## src/rtl/core/qppc_pkg.sv

```systemverilog
// Package for the quadrature position controller: types, codes, widths and
// reset values shared by the interfaces, the register file, the arithmetic
// unit and the top level. Depends on nothing.
`timescale 1ns / 1ps

package qppc_pkg;

    // Widths of the datapath.
    localparam int POS_W    = 32;
    localparam int MAG_W    = POS_W + 1;
    localparam int GAIN_W   = 8;
    localparam int CPR_W    = 16;
    localparam int PROD_W   = MAG_W + GAIN_W;
    localparam int REM_W    = CPR_W + 1;
    localparam int PER_W    = 10;
    localparam int TICK_W   = 11;
    localparam int DUTY_W   = 8;
    localparam int STEP_W   = 6;
    localparam int ADDR_W   = 5;
    localparam int DATA_W   = 32;

    // Iteration counts of the shared unit.
    localparam int MUL_STEPS = GAIN_W;
    localparam int DIV_STEPS = PROD_W;

    // Reset values of the registers.
    localparam logic [POS_W-1:0]  RST_REFERENCE = 32'd2160;
    localparam logic [CPR_W-1:0]  RST_CPR       = 16'd216;
    localparam logic [GAIN_W-1:0] RST_GAIN      = 8'd10;
    localparam logic [PER_W-1:0]  RST_PERIOD    = 10'd5;
    localparam logic [DUTY_W-1:0] RST_DUTY_MAX  = 8'd100;

    localparam logic [TICK_W-1:0] TICK_MAX = {TICK_W{1'b1}};

    // Event codes on the input channel.
    typedef enum logic [1:0] {
        OP_EDGE_A = 2'd0,
        OP_EDGE_B = 2'd1,
        OP_TICK   = 2'd2,
        OP_NONE   = 2'd3
    } t_op;

    // Register indexes, taken from the word address.
    typedef enum logic [2:0] {
        REG_REFERENCE = 3'd0,
        REG_CPR       = 3'd1,
        REG_GAIN      = 3'd2,
        REG_PERIOD    = 3'd3,
        REG_DUTY_MAX  = 3'd4
    } t_reg_idx;

    // Sequencer of the top level.
    typedef enum logic [1:0] {
        C_IDLE,
        C_CALC,
        C_EMIT
    } t_ctl_state;

    // Sequencer of the multiply-divide unit.
    typedef enum logic [1:0] {
        U_IDLE,
        U_MUL,
        U_DIV
    } t_unit_state;

    // Configuration as seen by the datapath.
    typedef struct packed {
        logic [POS_W-1:0]  reference_counts;
        logic [CPR_W-1:0]  counts_per_rev;
        logic [GAIN_W-1:0] gain;
        logic [PER_W-1:0]  control_period;
        logic [DUTY_W-1:0] duty_max;
    } t_cfg;

    // Request to the multiply-divide unit.
    typedef struct packed {
        logic              start;
        logic [MAG_W-1:0]  mag;
        logic [GAIN_W-1:0] gain;
        logic [CPR_W-1:0]  divisor;
    } t_calc_req;

    // Response of the multiply-divide unit.
    typedef struct packed {
        logic              done;
        logic [PROD_W-1:0] quotient;
    } t_calc_rsp;

endpackage

```

## src/rtl/core/qppc_if.sv

```systemverilog
// Valid/ready channel interfaces for the encoder events and the results.
// Depends on qppc_pkg for the field widths.
`timescale 1ns / 1ps

interface qppc_event_if;
    import qppc_pkg::*;

    logic       valid;
    logic       ready;
    logic [1:0] operation;
    logic       level_a;
    logic       level_b;

    modport source (output valid, output operation, output level_a, output level_b,
                    input ready);
    modport sink   (input valid, input operation, input level_a, input level_b,
                    output ready);
endinterface

interface qppc_result_if;
    import qppc_pkg::*;

    logic                     valid;
    logic                     ready;
    logic signed [POS_W-1:0]  position;
    logic [DUTY_W-1:0]        forward_duty;
    logic [DUTY_W-1:0]        reverse_duty;
    logic                     updated;

    modport source (output valid, output position, output forward_duty,
                    output reverse_duty, output updated, input ready);
    modport sink   (input valid, input position, input forward_duty,
                    input reverse_duty, input updated, output ready);
endinterface

```

## src/rtl/core/qppc_regs.sv

```systemverilog
// APB-style register file holding the five controller settings.
// Depends on qppc_pkg for the register codes, widths and reset values.
`timescale 1ns / 1ps

module qppc_regs (
    input  logic                         i_clk,
    input  logic                         i_rst_n,
    input  logic                         psel,
    input  logic                         penable,
    input  logic                         pwrite,
    input  logic [qppc_pkg::ADDR_W-1:0]  paddr,
    input  logic [qppc_pkg::DATA_W-1:0]  pwdata,
    output logic [qppc_pkg::DATA_W-1:0]  prdata,
    output logic                         pready,
    output qppc_pkg::t_cfg               o_cfg
);
    import qppc_pkg::*;

    t_cfg     r_cfg;
    t_reg_idx w_idx;
    logic     w_wr;

    assign pready = 1'b1;
    assign w_idx  = t_reg_idx'(paddr[ADDR_W-1:2]);
    assign w_wr   = psel && penable && pwrite && pready;
    assign o_cfg  = r_cfg;

    // Register writes in the access cycle.
    always_ff @(posedge i_clk) begin
        if (!i_rst_n) begin
            r_cfg.reference_counts <= RST_REFERENCE;
            r_cfg.counts_per_rev   <= RST_CPR;
            r_cfg.gain             <= RST_GAIN;
            r_cfg.control_period   <= RST_PERIOD;
            r_cfg.duty_max         <= RST_DUTY_MAX;
        end else if (w_wr) begin
            case (w_idx)
                REG_REFERENCE: r_cfg.reference_counts <= pwdata[POS_W-1:0];
                REG_CPR:       r_cfg.counts_per_rev   <= pwdata[CPR_W-1:0];
                REG_GAIN:      r_cfg.gain             <= pwdata[GAIN_W-1:0];
                REG_PERIOD:    r_cfg.control_period   <= pwdata[PER_W-1:0];
                REG_DUTY_MAX:  r_cfg.duty_max         <= pwdata[DUTY_W-1:0];
                default: begin
                end
            endcase
        end
    end

    // Read-back, zero-extended.
    always_comb begin
        case (w_idx)
            REG_REFERENCE: prdata = r_cfg.reference_counts;
            REG_CPR:       prdata = {{(DATA_W-CPR_W){1'b0}}, r_cfg.counts_per_rev};
            REG_GAIN:      prdata = {{(DATA_W-GAIN_W){1'b0}}, r_cfg.gain};
            REG_PERIOD:    prdata = {{(DATA_W-PER_W){1'b0}}, r_cfg.control_period};
            REG_DUTY_MAX:  prdata = {{(DATA_W-DUTY_W){1'b0}}, r_cfg.duty_max};
            default:       prdata = '0;
        endcase
    end

endmodule

```

## src/rtl/core/qppc_muldiv.sv

```systemverilog
// Iterative multiply-divide unit: shift-add multiply of the error magnitude
// by the gain, then restoring division by counts per revolution, all on one
// shared adder. Depends on qppc_pkg.
`timescale 1ns / 1ps

module qppc_muldiv (
    input  logic                i_clk,
    input  logic                i_rst_n,
    input  qppc_pkg::t_calc_req i_req,
    output qppc_pkg::t_calc_rsp o_rsp
);
    import qppc_pkg::*;

    t_unit_state       r_state, n_state;
    logic [STEP_W-1:0] r_cnt, n_cnt;
    logic              r_done, n_done;
    logic [MAG_W-1:0]  r_mag, n_mag;
    logic [GAIN_W-1:0] r_gain, n_gain;
    logic [CPR_W-1:0]  r_div, n_div;
    logic [PROD_W-1:0] r_acc, n_acc;
    logic [PROD_W-1:0] r_quo, n_quo;
    logic [REM_W-1:0]  r_rem, n_rem;

    // Shared adder operands and result.
    logic              w_sub;
    logic [PROD_W-1:0] w_op_a, w_op_b;
    logic [PROD_W:0]   w_sum;
    logic [REM_W-1:0]  w_rem_sh;

    assign w_rem_sh = {r_rem[REM_W-2:0], r_acc[PROD_W-1]};
    assign w_sub    = (r_state == U_DIV);

    always_comb begin
        if (w_sub) begin
            w_op_a = {{(PROD_W-REM_W){1'b0}}, w_rem_sh};
            w_op_b = {{(PROD_W-CPR_W){1'b0}}, r_div};
        end else begin
            w_op_a = {r_acc[PROD_W-2:0], 1'b0};
            w_op_b = r_gain[r_cnt[2:0]] ? {{(PROD_W-MAG_W){1'b0}}, r_mag} : '0;
        end
    end

    // Bit PROD_W is the carry: on a subtract it means no borrow.
    assign w_sum = {1'b0, w_op_a} + {1'b0, w_op_b ^ {PROD_W{w_sub}}}
                 + {{PROD_W{1'b0}}, w_sub};

    assign o_rsp.done     = r_done;
    assign o_rsp.quotient = r_quo;

    // State and control registers.
    always_ff @(posedge i_clk) begin
        if (!i_rst_n) begin
            r_state <= U_IDLE;
            r_done  <= 1'b0;
            r_cnt   <= '0;
        end else begin
            r_state <= n_state;
            r_done  <= n_done;
            r_cnt   <= n_cnt;
        end
    end

    // Operand and working registers.
    always_ff @(posedge i_clk) begin
        r_mag  <= n_mag;
        r_gain <= n_gain;
        r_div  <= n_div;
        r_acc  <= n_acc;
        r_quo  <= n_quo;
        r_rem  <= n_rem;
    end

    // Sequencer: load, multiply steps, divide steps.
    always_comb begin
        n_state = r_state;
        n_cnt   = r_cnt;
        n_done  = 1'b0;
        n_mag   = r_mag;
        n_gain  = r_gain;
        n_div   = r_div;
        n_acc   = r_acc;
        n_quo   = r_quo;
        n_rem   = r_rem;
        case (r_state)
            U_IDLE: begin
                if (i_req.start) begin
                    n_mag   = i_req.mag;
                    n_gain  = i_req.gain;
                    n_div   = i_req.divisor;
                    n_acc   = '0;
                    n_cnt   = STEP_W'(MUL_STEPS - 1);
                    n_state = U_MUL;
                end
            end
            U_MUL: begin
                // Gain bits from the top down: acc = 2*acc + bit*mag.
                n_acc = w_sum[PROD_W-1:0];
                if (r_cnt == '0) begin
                    n_cnt   = STEP_W'(DIV_STEPS - 1);
                    n_rem   = '0;
                    n_quo   = '0;
                    n_state = U_DIV;
                end else begin
                    n_cnt = r_cnt - 1'b1;
                end
            end
            U_DIV: begin
                // One quotient bit per step, product bits shifted in from the top.
                n_acc = {r_acc[PROD_W-2:0], 1'b0};
                n_rem = w_sum[PROD_W] ? w_sum[REM_W-1:0] : w_rem_sh;
                n_quo = {r_quo[PROD_W-2:0], w_sum[PROD_W]};
                if (r_cnt == '0) begin
                    n_done  = 1'b1;
                    n_state = U_IDLE;
                end else begin
                    n_cnt = r_cnt - 1'b1;
                end
            end
            default: begin
                n_state = U_IDLE;
            end
        endcase
    end

endmodule

```

## src/rtl/core/quadrature_position_p_controller.sv

```systemverilog
// Top level of the quadrature position controller: event sequencer, position
// and tick counters, duty registers and result register. Depends on qppc_pkg,
// qppc_if, qppc_regs and qppc_muldiv.
//
//  Channel  | Dir | Handshake          | Contents
//  ---------+-----+--------------------+------------------------------------------
//  i_cmd    | in  | valid/ready        | operation, level_a, level_b
//  o_res    | out | valid/ready        | position, forward_duty, reverse_duty, updated
//  APB      | in  | psel/penable/pready| five settings at byte addresses 0,4,...,16
//
// An edge event, an unused code or a tick without update goes to C_EMIT and
// from there into the output register once that is free. A tick that runs the
// control update first waits in C_CALC for the multiply-divide unit: 8 multiply
// steps and 41 divide steps on its shared adder. One event is in work at a time;
// the next one is taken while the previous result still waits in the output register.
// Reset is synchronous, clears counters and duties, and restores the settings.
`timescale 1ns / 1ps

module quadrature_position_p_controller (
    input  logic                         i_clk,
    input  logic                         i_rst_n,
    qppc_event_if.sink                   i_cmd,
    qppc_result_if.source                o_res,
    input  logic                         psel,
    input  logic                         penable,
    input  logic                         pwrite,
    input  logic [qppc_pkg::ADDR_W-1:0]  paddr,
    input  logic [qppc_pkg::DATA_W-1:0]  pwdata,
    output logic [qppc_pkg::DATA_W-1:0]  prdata,
    output logic                         pready
);
    import qppc_pkg::*;

    t_cfg              w_cfg;
    t_calc_req         w_req;
    t_calc_rsp         w_rsp;

    t_ctl_state        r_state, n_state;
    logic [POS_W-1:0]  r_position, n_position;
    logic [TICK_W-1:0] r_elapsed, n_elapsed;
    logic [DUTY_W-1:0] r_fwd, n_fwd;
    logic [DUTY_W-1:0] r_rev, n_rev;
    logic              r_upd, n_upd;
    logic              r_err_pos, n_err_pos;
    logic              r_out_valid, n_out_valid;
    logic [POS_W-1:0]  r_out_position;
    logic [DUTY_W-1:0] r_out_fwd, r_out_rev;
    logic              r_out_upd;
    logic              w_load;
    logic              w_start;

    // Error terms, both directions computed side by side.
    logic [MAG_W-1:0]  w_ref_ext, w_pos_ext, w_d_pos, w_d_neg;
    logic              w_err_neg, w_err_zero;
    logic [TICK_W-1:0] w_tick_inc;
    logic              w_fire, w_up;
    logic [DUTY_W-1:0] w_clamped;
    t_op               w_op;

    qppc_regs u_regs (
        .i_clk   (i_clk),
        .i_rst_n (i_rst_n),
        .psel    (psel),
        .penable (penable),
        .pwrite  (pwrite),
        .paddr   (paddr),
        .pwdata  (pwdata),
        .prdata  (prdata),
        .pready  (pready),
        .o_cfg   (w_cfg)
    );

    qppc_muldiv u_muldiv (
        .i_clk   (i_clk),
        .i_rst_n (i_rst_n),
        .i_req   (w_req),
        .o_rsp   (w_rsp)
    );

    assign i_cmd.ready = (r_state == C_IDLE);
    assign w_fire      = i_cmd.valid && i_cmd.ready;
    assign w_op        = t_op'(i_cmd.operation);

    assign w_ref_ext  = {w_cfg.reference_counts[POS_W-1], w_cfg.reference_counts};
    assign w_pos_ext  = {r_position[POS_W-1], r_position};
    assign w_d_pos    = w_ref_ext - w_pos_ext;
    assign w_d_neg    = w_pos_ext - w_ref_ext;
    assign w_err_neg  = w_d_pos[MAG_W-1];
    assign w_err_zero = (w_d_pos == '0);

    assign w_tick_inc = (r_elapsed != TICK_MAX) ? r_elapsed + 1'b1 : r_elapsed;

    // Quadrature direction: A counts up on unequal levels, B on equal levels.
    assign w_up = (w_op == OP_EDGE_A) ? (i_cmd.level_a != i_cmd.level_b)
                                      : (i_cmd.level_a == i_cmd.level_b);

    assign w_clamped = (w_rsp.quotient > {{(PROD_W-DUTY_W){1'b0}}, w_cfg.duty_max})
                     ? w_cfg.duty_max : w_rsp.quotient[DUTY_W-1:0];

    assign w_req.start   = w_start;
    assign w_req.mag     = w_err_neg ? w_d_neg : w_d_pos;
    assign w_req.gain    = w_cfg.gain;
    assign w_req.divisor = (w_cfg.counts_per_rev == '0) ? CPR_W'(1)
                                                       : w_cfg.counts_per_rev;

    assign o_res.valid        = r_out_valid;
    assign o_res.position     = r_out_position;
    assign o_res.forward_duty = r_out_fwd;
    assign o_res.reverse_duty = r_out_rev;
    assign o_res.updated      = r_out_upd;

    // Control and architectural state.
    always_ff @(posedge i_clk) begin
        if (!i_rst_n) begin
            r_state     <= C_IDLE;
            r_position  <= '0;
            r_elapsed   <= '0;
            r_fwd       <= '0;
            r_rev       <= '0;
            r_upd       <= 1'b0;
            r_err_pos   <= 1'b0;
            r_out_valid <= 1'b0;
        end else begin
            r_state     <= n_state;
            r_position  <= n_position;
            r_elapsed   <= n_elapsed;
            r_fwd       <= n_fwd;
            r_rev       <= n_rev;
            r_upd       <= n_upd;
            r_err_pos   <= n_err_pos;
            r_out_valid <= n_out_valid;
        end
    end

    // Result payload register.
    always_ff @(posedge i_clk) begin
        if (w_load) begin
            r_out_position <= r_position;
            r_out_fwd      <= r_fwd;
            r_out_rev      <= r_rev;
            r_out_upd      <= r_upd;
        end
    end

    // Event sequencer.
    always_comb begin
        n_state     = r_state;
        n_position  = r_position;
        n_elapsed   = r_elapsed;
        n_fwd       = r_fwd;
        n_rev       = r_rev;
        n_upd       = r_upd;
        n_err_pos   = r_err_pos;
        n_out_valid = r_out_valid && !o_res.ready;
        w_load      = 1'b0;
        w_start     = 1'b0;
        case (r_state)
            C_IDLE: begin
                if (w_fire) begin
                    n_upd   = 1'b0;
                    n_state = C_EMIT;
                    case (w_op)
                        OP_EDGE_A, OP_EDGE_B: begin
                            n_position = r_position + (w_up ? POS_W'(1) : {POS_W{1'b1}});
                        end
                        OP_TICK: begin
                            if (w_tick_inc > {1'b0, w_cfg.control_period}) begin
                                n_elapsed   = '0;
                                n_upd       = 1'b1;
                                n_err_pos   = !w_err_neg && !w_err_zero;
                                w_start     = 1'b1;
                                n_state     = C_CALC;
                            end else begin
                                n_elapsed = w_tick_inc;
                            end
                        end
                        default: begin
                        end
                    endcase
                end
            end
            C_CALC: begin
                // Positive error drives forward, otherwise reverse.
                if (w_rsp.done) begin
                    n_fwd   = r_err_pos ? w_clamped : '0;
                    n_rev   = r_err_pos ? '0 : w_clamped;
                    n_state = C_EMIT;
                end
            end
            C_EMIT: begin
                if (!r_out_valid || o_res.ready) begin
                    w_load      = 1'b1;
                    n_out_valid = 1'b1;
                    n_state     = C_IDLE;
                end
            end
            default: begin
                n_state = C_IDLE;
            end
        endcase
    end

endmodule

```

## src/flat_wrapper.sv

```systemverilog
// flat-port wrapper written by rule: the top's interface ports become plain ports
module quadrature_position_p_controller_flat import qppc_pkg::*;
  (i_clk, i_rst_n, psel, penable, pwrite, paddr, pwdata, prdata, pready, i_cmd_valid, i_cmd_operation, i_cmd_level_a, i_cmd_level_b, i_cmd_ready, o_res_valid, o_res_position, o_res_forward_duty, o_res_reverse_duty, o_res_updated, o_res_ready);
  qppc_event_if i_cmd_i ();
  qppc_result_if o_res_i ();
  input  logic i_clk;
  input  logic i_rst_n;
  input  logic psel;
  input  logic penable;
  input  logic pwrite;
  input  logic [qppc_pkg::ADDR_W-1:0] paddr;
  input  logic [qppc_pkg::DATA_W-1:0] pwdata;
  output logic [qppc_pkg::DATA_W-1:0] prdata;
  output logic pready;
  input wire logic [$bits(i_cmd_i.valid)-1:0] i_cmd_valid;
  input wire logic [$bits(i_cmd_i.operation)-1:0] i_cmd_operation;
  input wire logic [$bits(i_cmd_i.level_a)-1:0] i_cmd_level_a;
  input wire logic [$bits(i_cmd_i.level_b)-1:0] i_cmd_level_b;
  output wire logic [$bits(i_cmd_i.ready)-1:0] i_cmd_ready;
  output wire logic [$bits(o_res_i.valid)-1:0] o_res_valid;
  output wire logic [$bits(o_res_i.position)-1:0] o_res_position;
  output wire logic [$bits(o_res_i.forward_duty)-1:0] o_res_forward_duty;
  output wire logic [$bits(o_res_i.reverse_duty)-1:0] o_res_reverse_duty;
  output wire logic [$bits(o_res_i.updated)-1:0] o_res_updated;
  input wire logic [$bits(o_res_i.ready)-1:0] o_res_ready;
  assign i_cmd_i.valid = i_cmd_valid;
  assign i_cmd_i.operation = i_cmd_operation;
  assign i_cmd_i.level_a = i_cmd_level_a;
  assign i_cmd_i.level_b = i_cmd_level_b;
  assign i_cmd_ready = i_cmd_i.ready;
  assign o_res_valid = o_res_i.valid;
  assign o_res_position = o_res_i.position;
  assign o_res_forward_duty = o_res_i.forward_duty;
  assign o_res_reverse_duty = o_res_i.reverse_duty;
  assign o_res_updated = o_res_i.updated;
  assign o_res_i.ready = o_res_ready;
  quadrature_position_p_controller u_core (.i_clk(i_clk), .i_rst_n(i_rst_n), .i_cmd(i_cmd_i), .o_res(o_res_i), .psel(psel), .penable(penable), .pwrite(pwrite), .paddr(paddr), .pwdata(pwdata), .prdata(prdata), .pready(pready));
endmodule
```

## config.mk

```make
export PLATFORM = sky130hd
export DESIGN_NAME = quadrature_position_p_controller_flat
export DESIGN_NICKNAME = d
export VERILOG_FILES = /design/src/rtl/core/qppc_pkg.sv /design/src/rtl/core/qppc_if.sv /design/src/rtl/core/qppc_regs.sv /design/src/rtl/core/qppc_muldiv.sv /design/src/rtl/core/quadrature_position_p_controller.sv /design/src/flat_wrapper.sv
export SDC_FILE = /design/constraint.sdc
export NUM_CORES = 1
export LEC_CHECK = 0
export BUFFER_PORTS_ARGS = -buffer_cell sky130_fd_sc_hd__buf_2
export CAP_MARGIN = 20
export CELL_PAD_IN_SITES_DETAIL_PLACEMENT = 1
export CELL_PAD_IN_SITES_GLOBAL_PLACEMENT = 2
export CORE_UTILIZATION = 35
export DETAILED_ROUTE_END_ITERATION = 12
export PLACE_DENSITY_LB_ADDON = 0.1
export REMOVE_ABC_BUFFERS = 1
export SLEW_MARGIN = 20
export SYNTH_ARGS = -nofsm -noshare
export SYNTH_HDL_FRONTEND = slang
export SYNTH_SLANG_ARGS = --single-unit
```

## constraint.sdc

```tcl
create_clock -name i_clk -period 6.2 [get_ports i_clk]
set_clock_uncertainty 0.05 [all_clocks]
set_input_delay 1.24 -clock i_clk [delete_from_list [all_inputs] [get_ports i_clk]]
set_output_delay 1.24 -clock i_clk [all_outputs]
set_load 0.02 [all_outputs]
```

==> impl_results.md, run 1 <==
* Overall routing resource usage at 21.40%
* Setup bufs post-CTS at 0
* Routed Antenna Nets at 0
* Core area at 62050 um^2
* Worst skew pair latency at 0.59 ns
* Worst Path Buf+Inv at 1
* Worst-margin pin slew at 1.112 ns
* Kind of critical path: flop to flop
* Clock root buffer: clkbuf_16
* Hpwl dp at 50530 um
* Worst setup SP type: flop
* Switching Fraction at 31.08%
* Worst path most repeated cell: a21oi_1
* CTS tree: built
* Cts hold-fix bufs at 0
* Initial Util at 35.56%
* Status: finished clean
* CP top delay family: compound AO/OA/AOI/OAI gates
* First-pass GRT wire length at 107500 um
* Post-synthesis cell count at 2438
* DIE HEIGHT at 253.1 um
* Int Power at 4660 uW
* Final WS setup at 0.7898 ns
* Synth Register Bits at 351
* Worst path required time at 6.48 ns
* Layout net count at 2707
* PortBufs at 128
* Worst path cell trace: mux4_2 -> nand2_1 -> nand2_1 -> buf_4 -> nand3_1 -> o21ai_0 -> ha_1 -> a21oi_1 -> nor2b_1 -> o2111a_1 -> o31ai_1 -> a31oi_1 -> a21oi_1 -> a211oi_1 -> nor2_1 -> nor4b_1 -> o21ai_0 -> a21oi_1
* DRC at 0
* Peak Freq at 184.8 MHz
* Ys async rst share at 0%
* Initial drt markers at 853
* Period utilization at 87.26%
* Sink Count at 351
* CTS Buf Count at 44
* Synth Area per Inst at 9.051 um^2
* Sequential fraction of the synthesis area at 41.10%
* DR vias at 18080
* CTS Buffer Depth at 3
* Yosys cell types at 89
* Pre-Repair DR Iteration Count at 5
* FP Rows at 91
* Tmin final at 5.410 ns
* Sequential power share at 38.6%
* Max-cap violations at 0
* Die W at 253.1 um
* Number of global-route vias before repair at 18640
* Slew Viols, Final at 0
* Fin util at 40.21%
* Die ar. at 64050 um^2
* Placer Congestion at 0.8602
* Drt wl/cell at 20.30 um
* Antenna diodes at 0
* Setup Viol. Count Final at 0
* Worst vdd ir at 0.0002315 V
* Area delta synth->final at 13.07%
* Power per standard cell area at 271.0 nW/um^2
* Clock share of power at 37.8%
* Gate power share at 23.6%
* Share of cells above drive strength 1 at 11.89%
* Initial antenna violation count at 3
* CP Capture Type: flop
* Final hold vios at 0
* Post-synth EDFFs at 204
* Crit-path max FO at 24
* Reg2Reg Setup Slack at 0.79 ns
* Crit path DAT at 5.69 ns
* Dpl ws at 0.8249 ns
* P_sw at 2102 uW
* Worst-path clk slew at 0.06 ns
* Slowest stage delay, CP at 0.76 ns
* Hold Path Class: flop to flop
* Largest net degree at the start of global routing at 97
* H-tree levels at 2
* CP max stage cell: a211oi_1
* Slew headroom at 25.45%
* RSZ-0062 raised after global routing: false
* Total grt overflow at 0
* Synthesized cell area at 22070 um^2
* Post_cts resized at 0
* I/O pins at 132
* YS warnings at 0
* Vias/cell at 5.355
* DRT Wirelength at 68560 um
* Top_reg_cell synth: edfxtp_1
* Pleak at 0.01016 uW
per-stage QoR:
step,total power [uW],hold slack (ns),instance area [um^2],TNS (ns),std cells
2_1_floorplan,3756,0.3581,21540,-120.80,2308
3_3_place_gp,4223,0.3647,23500,0,3295
3_5_place_dp,4248,0.3700,23500,0,3295
4_1_cts,6852,0.3825,24940,0,3377
5_1_grt,7090,0.3914,24950,0,3377
6_report,6762,0.3781,24950,0,3377
Yosys cell counts (23+ instances only):
master | number | area, um^2
a21o_1 | 72 | 540.5
a21oi_1 | 224 | 1121
and2_1 | 68 | 425.4
and3_1 | 28 | 175.2
clkbuf_1 | 99 | 371.6
dfxtp_1 | 147 | 2943
edfxtp_1 | 204 | 6126
ha_1 | 151 | 1889
inv_1 | 126 | 473.0
mux2_2 | 29 | 326.6
mux2i_1 | 61 | 610.6
nand2_1 | 341 | 1280
nand3_1 | 69 | 345.3
nor2_1 | 135 | 506.7
nor2b_1 | 42 | 262.8
nor3_1 | 33 | 165.2
nor4_1 | 23 | 143.9
o21ai_0 | 129 | 645.6
xnor2_1 | 65 | 569.3
xor2_1 | 47 | 411.6
power groups by stage:
| stage | Clock, uW | Combinational [uW] | Sequential [uW] |
|---|---|---|---|
| floorplan | 0 | 1110 | 2650 |
| global placement | 0 | 1570 | 2660 |
| detailed placement | 0 | 1590 | 2660 |
| CTS | 2640 | 1600 | 2610 |
| global route | 2720 | 1750 | 2620 |
| finish | 2560 | 1600 | 2610 |
final cells by class:
class,count,area (um^2)
fill,7153,37100
sequential,351,9069
clock inverter,24,249.0
multi-input combinational,1830,12090
inverter,127,479.2
clock buffer,58,1194
tap,837,1047
timing repair buffer,150,818.3
flip-flops by register name, summed over array words and instances (netlist names), 2 cells and up:
register	count
u_core.u_regs.o_cfg	74
u_core.u_muldiv.r_acc	41
u_core.u_muldiv.r_quo	41
u_core.u_muldiv.r_mag	33
u_core.o_res.position	32
u_core.r_position	32
u_core.u_muldiv.r_div	16
u_core.u_muldiv.r_rem	16
u_core.r_elapsed	11
u_core.o_res.forward_duty	8
u_core.o_res.reverse_duty	8
u_core.r_fwd	8
u_core.r_rev	8
u_core.u_muldiv.r_gain	8
u_core.u_muldiv.r_cnt	6
u_core.r_state	2
u_core.u_muldiv.r_state	2
layout by cell type, fill, tap and decap left out, drive strengths merged, types with 16 or more instances in the layout:
| cell type | netlist | layout |
|---|---|---|
| and3 | 29 | 29 |
| nor2 | 135 | 135 |
| nor3 | 34 | 34 |
| mux2 | 30 | 30 |
| xor2 | 47 | 47 |
| o21ai | 137 | 137 |
| clkbuf | 99 | 58 |
| xnor2 | 65 | 65 |
| buf | 31 | 150 |
| dfxtp | 147 | 147 |
| a22oi | 18 | 18 |
| inv | 126 | 127 |
| o21a | 22 | 22 |
| o211ai | 17 | 17 |
| nand4 | 20 | 20 |
| ha | 151 | 151 |
| edfxtp | 204 | 204 |
| clkinv | 1 | 18 |
| a31oi | 16 | 16 |
| nor4 | 23 | 23 |
| nand2 | 341 | 341 |
| nand3 | 69 | 69 |
| nor2b | 42 | 42 |
| a21oi | 226 | 226 |
| and2 | 68 | 68 |
| mux2i | 61 | 61 |
| a21o | 72 | 72 |
| a211oi | 22 | 22 |
per-layer routing:
metal / track usage, % / vias up / share of wire (%)
li1: - / 8859 / -
met1: 30.34 / 8910 / 50
met2: 33.97 / 229 / 45
met3: 2.909 / 83 / 3.1
met4: 5.680 / 2 / 2.2
met5: 0 / - / 0.019
kinds of logic after synthesis:
family / after synthesis / share of synthesized area, %
multiplexers: 93 / 4.519
flip-flops: 351 / 41.10
buffers and inverters: 257 / 4.536
AO/OA/AOI/OAI: 647 / 18.75
AND/OR/NAND/NOR: 822 / 17.71
other: 1 / 0.01699
XOR/XNOR: 112 / 4.445
adder cells (fa/ha/maj): 155 / 8.925
worst paths after layout:
kind | from | endpoint | cells past startpoint
setup / recovery | u_core.u_muldiv.r_cnt[0] | u_core.u_muldiv.r_acc[38] | 18
hold / removal | u_core.r_fwd[6] | u_core.o_res.forward_duty[6] | 0
setup reg to reg | u_core.u_muldiv.r_cnt[0] | u_core.u_muldiv.r_acc[38] | 18
hold reg to reg | u_core.r_fwd[6] | u_core.o_res.forward_duty[6] | 0
Note: power is estimated with default switching activity, not from simulation.
==> run 2: changes to the inputs <==
--- a/config.mk
+++ b/config.mk
@@ -9,7 +9,7 @@
 export CAP_MARGIN = 20
 export CELL_PAD_IN_SITES_DETAIL_PLACEMENT = 1
 export CELL_PAD_IN_SITES_GLOBAL_PLACEMENT = 2
-export CORE_UTILIZATION = 35
+export CORE_UTILIZATION = 42
 export DETAILED_ROUTE_END_ITERATION = 12
 export PLACE_DENSITY_LB_ADDON = 0.1
 export REMOVE_ABC_BUFFERS = 1
==> constraint.sdc (replaced) <==
create_clock -name i_clk -period 6.5 [get_ports i_clk]
set_clock_uncertainty 0.05 [all_clocks]
set_input_delay 1.3 -clock i_clk [delete_from_list [all_inputs] [get_ports i_clk]]
set_output_delay 1.3 -clock i_clk [all_outputs]
set_load 0.02 [all_outputs]
==> impl_results.md, run 2 (synthesis gave the netlist of run 1 again) <==
* Status: finished clean
* CTS Buf Count at 42 (-4.5%)
* FILL cells at 5878 (-18%)
* Worst vdd ir at 0.0002175 V (-6.1%)
* Area delta synth->final at 11.71%
* Slew headroom at 31.04% (+5.6 points)
* DRC at 0 (unchanged)
* Routed Antenna Nets at 0 (unchanged)
* Setup Viol. Count Final at 0 (unchanged)
* Total grt overflow at 0 (unchanged)
* Antenna diodes at 0 (unchanged)
* Worst hold path endpoint: u_core.o_res.forward_duty[6]
* Worst path most repeated cell: a21oi_1
* End of the worst register-to-register path: u_core.u_muldiv.r_acc[38]
* Final non-filler cell area at 24650 um^2 (-1.2%)
* Overall routing resource usage at 25.11% (+3.7 points)
* Final hold vios at 0 (unchanged)
* Hpwl dp at 49130 um (-2.8%)
* R2R Path Start: u_core.u_muldiv.r_state[0]
* Pleak at 0.01011 uW (-0.43%)
* CTS tree: built
* Initial antenna violation count at 1 (-2)
* Power per standard cell area at 257.3 nW/um^2 (-5.0%)
* Initial drt markers at 936 (+9.7%)
* CP Capture Type: flop
* Max reg flops at 74 (unchanged)
* Worst hold path depth at 0 (unchanged)
* Post_cts resized at 0 (unchanged)
* Placer Congestion at 0.8896 (+3.4%)
* Setup bufs post-CTS at 0 (unchanged)
* Sink Count at 351 (unchanged)
* Share of cells above drive strength 1 at 11.56% (-0.33 points)
* Most common cell after layout, fill and taps aside: nand2_1
* Initial Util at 42.75% (+7.2 points)
* Slowest stage delay, CP at 0.76 ns (about the same)
* Kind of critical path: flop to flop
* Slew Viols, Final at 0 (unchanged)
* DIE HEIGHT at 231.2 um (-8.6%)
* Hold Path Class: flop to flop
* Die W at 231.2 um (-8.6%)
* Vias/cell at 5.644 (+5.4%)
* Register-to-Register Path Depth at 16 (-2)
* Period utilization at 84.26% (-3.0 points)
* Tmin final at 5.477 ns (+0.06643 ns)
* I/O pins at 132 (unchanged)
* H-tree levels at 2 (unchanged)
* Cts hold-fix bufs at 0 (unchanged)
* DP Area at 23280 um^2 (-0.92%)
* DRT Wirelength at 66960 um (-2.3%)
* Fin util at 47.76% (+7.6 points)
* Crit path DAT at 5.75 ns (+0.06 ns)
* Worst-path clk slew at 0.06 ns (about the same)
* Commonest non-fill, non-tap cells in the layout: nand2_1 (340), a21oi_1 (222), edfxtp_1 (204)
* Worst skew pair latency at 0.59 ns (about the same)
* DR vias at 18150 (+0.35%)
* Crit-path max FO at 96 (+300%)
* Reg2Reg Setup Slack at 1.02 ns (+0.23 ns)
* Worst path cell trace: inv_1 -> ha_2 -> buf_4 -> mux2_2 -> ha_1 -> a21o_1 -> a21oi_1 -> o2111a_1 -> o31ai_1 -> a31oi_1 -> a21oi_1 -> a211oi_1 -> nor2_1 -> nor4b_1 -> o21ai_0 -> a21oi_1
* Peak Freq at 182.6 MHz (-1.2%)
* Worst-margin pin slew at 1.028 ns (-0.08330 ns)
* Final Hold Slack at 0.3831 ns (+0.004962 ns)
* RSZ-0062 raised after global routing: false
* Largest net degree at the start of global routing at 97 (unchanged)
* Worst path required time at 6.77 ns (+0.29 ns)
* Pre-Repair DR Iteration Count at 4 (-1)
* Clock root buffer: clkbuf_16
* FP Rows at 83 (-8.8%)
* First-pass GRT wire length at 106000 um (-1.4%)
* Drt wl/cell at 20.83 um (+2.6%)
* Hold_sp: u_core.r_fwd[6]
* CTS Buffer Depth at 3 (unchanged)
* Layout net count at 2704 (-0.11%)
* Max-cap violations at 0 (unchanged)
* Number of global-route vias before repair at 18700 (+0.33%)
* Core area at 51610 um^2 (-17%)
* CP max stage cell: a211oi_1
* Die ar. at 53460 um^2 (-17%)
* PortBufs at 128 (unchanged)
* Worst setup SP type: flop
-- run 2: cell types whose count changed in the layout (fill, tap and decap cells not counted), sizes merged --
cell      previous run  this run
clkbuf              58        63
clkinv              18        13
bufinv               3         2
buf                150       149
clkinvlp             3         0
-- run 2: report_power, final --
| group | internal (uW) | switching, uW |
|---|---|---|
| clock | 1360 | 986 |
| combinational | 585 | 928 |
| sequential | 2430 | 54.7 |
| total | 4370 | 1970 |
-- run 2: routing by layer --
| metal | GRT usage, % | routed length, um |
|---|---|---|
| met4 | 7.575 | 1720 |
| met3 | 2.928 | 2045 |
| met5 | 0.4596 | 31 |
| met1 | 34.81 | 32440 |
| met2 | 40.85 | 30720 |
-- run 2: how the worst max path moves through the flow --
stage / end / start
floorplan: u_core.u_muldiv.r_quo[0] / u_core.u_muldiv.r_state[0]
global placement: u_core.r_position[30] / i_cmd_level_b
detailed placement: u_core.r_position[30] / i_cmd_level_b
CTS: u_core.u_muldiv.r_acc[38] / u_core.u_muldiv.r_state[0]
global route: u_core.u_muldiv.r_acc[38] / u_core.u_muldiv.r_state[0]
finish: u_core.u_muldiv.r_acc[38] / u_core.u_muldiv.r_state[0]
-- run 2: final cells by class --
type | instances | area [um^2] | share of cell area [%]
clock inverter | 15 | 165.2 | 0.6700
timing repair buffer | 149 | 798.3 | 3.238
multi-input combinational | 1830 | 12100 | 49.09
sequential | 351 | 9069 | 36.79
inverter | 127 | 478.0 | 1.939
clock buffer | 63 | 1190 | 4.827
tap | 680 | 850.8 | 3.451
-- run 2: worst max-delay path, delay by kind of cell (launching register included) --
kind	cells	cell delay, ns
buffers and inverters	2	0.83
DFF	1	0.34
and+or+nand+nor	2	0.36
AOI/OAI and AO/OA	9	2.59
adders and majority gates	2	0.55
muxes	1	0.44
-- run 2: metrics by stage --
step	worst slack [ns]	total power [uW]	TNS, ns	std cells
global route	0.6422	6618	0	3215
floorplan	-1.575	3583	-97.56	2308
detailed placement	0.8587	4028	0	3136
global placement	0.8759	3999	0	3136
CTS	0.9927	6392	0	3214
finish	1.023	6343	0	3215
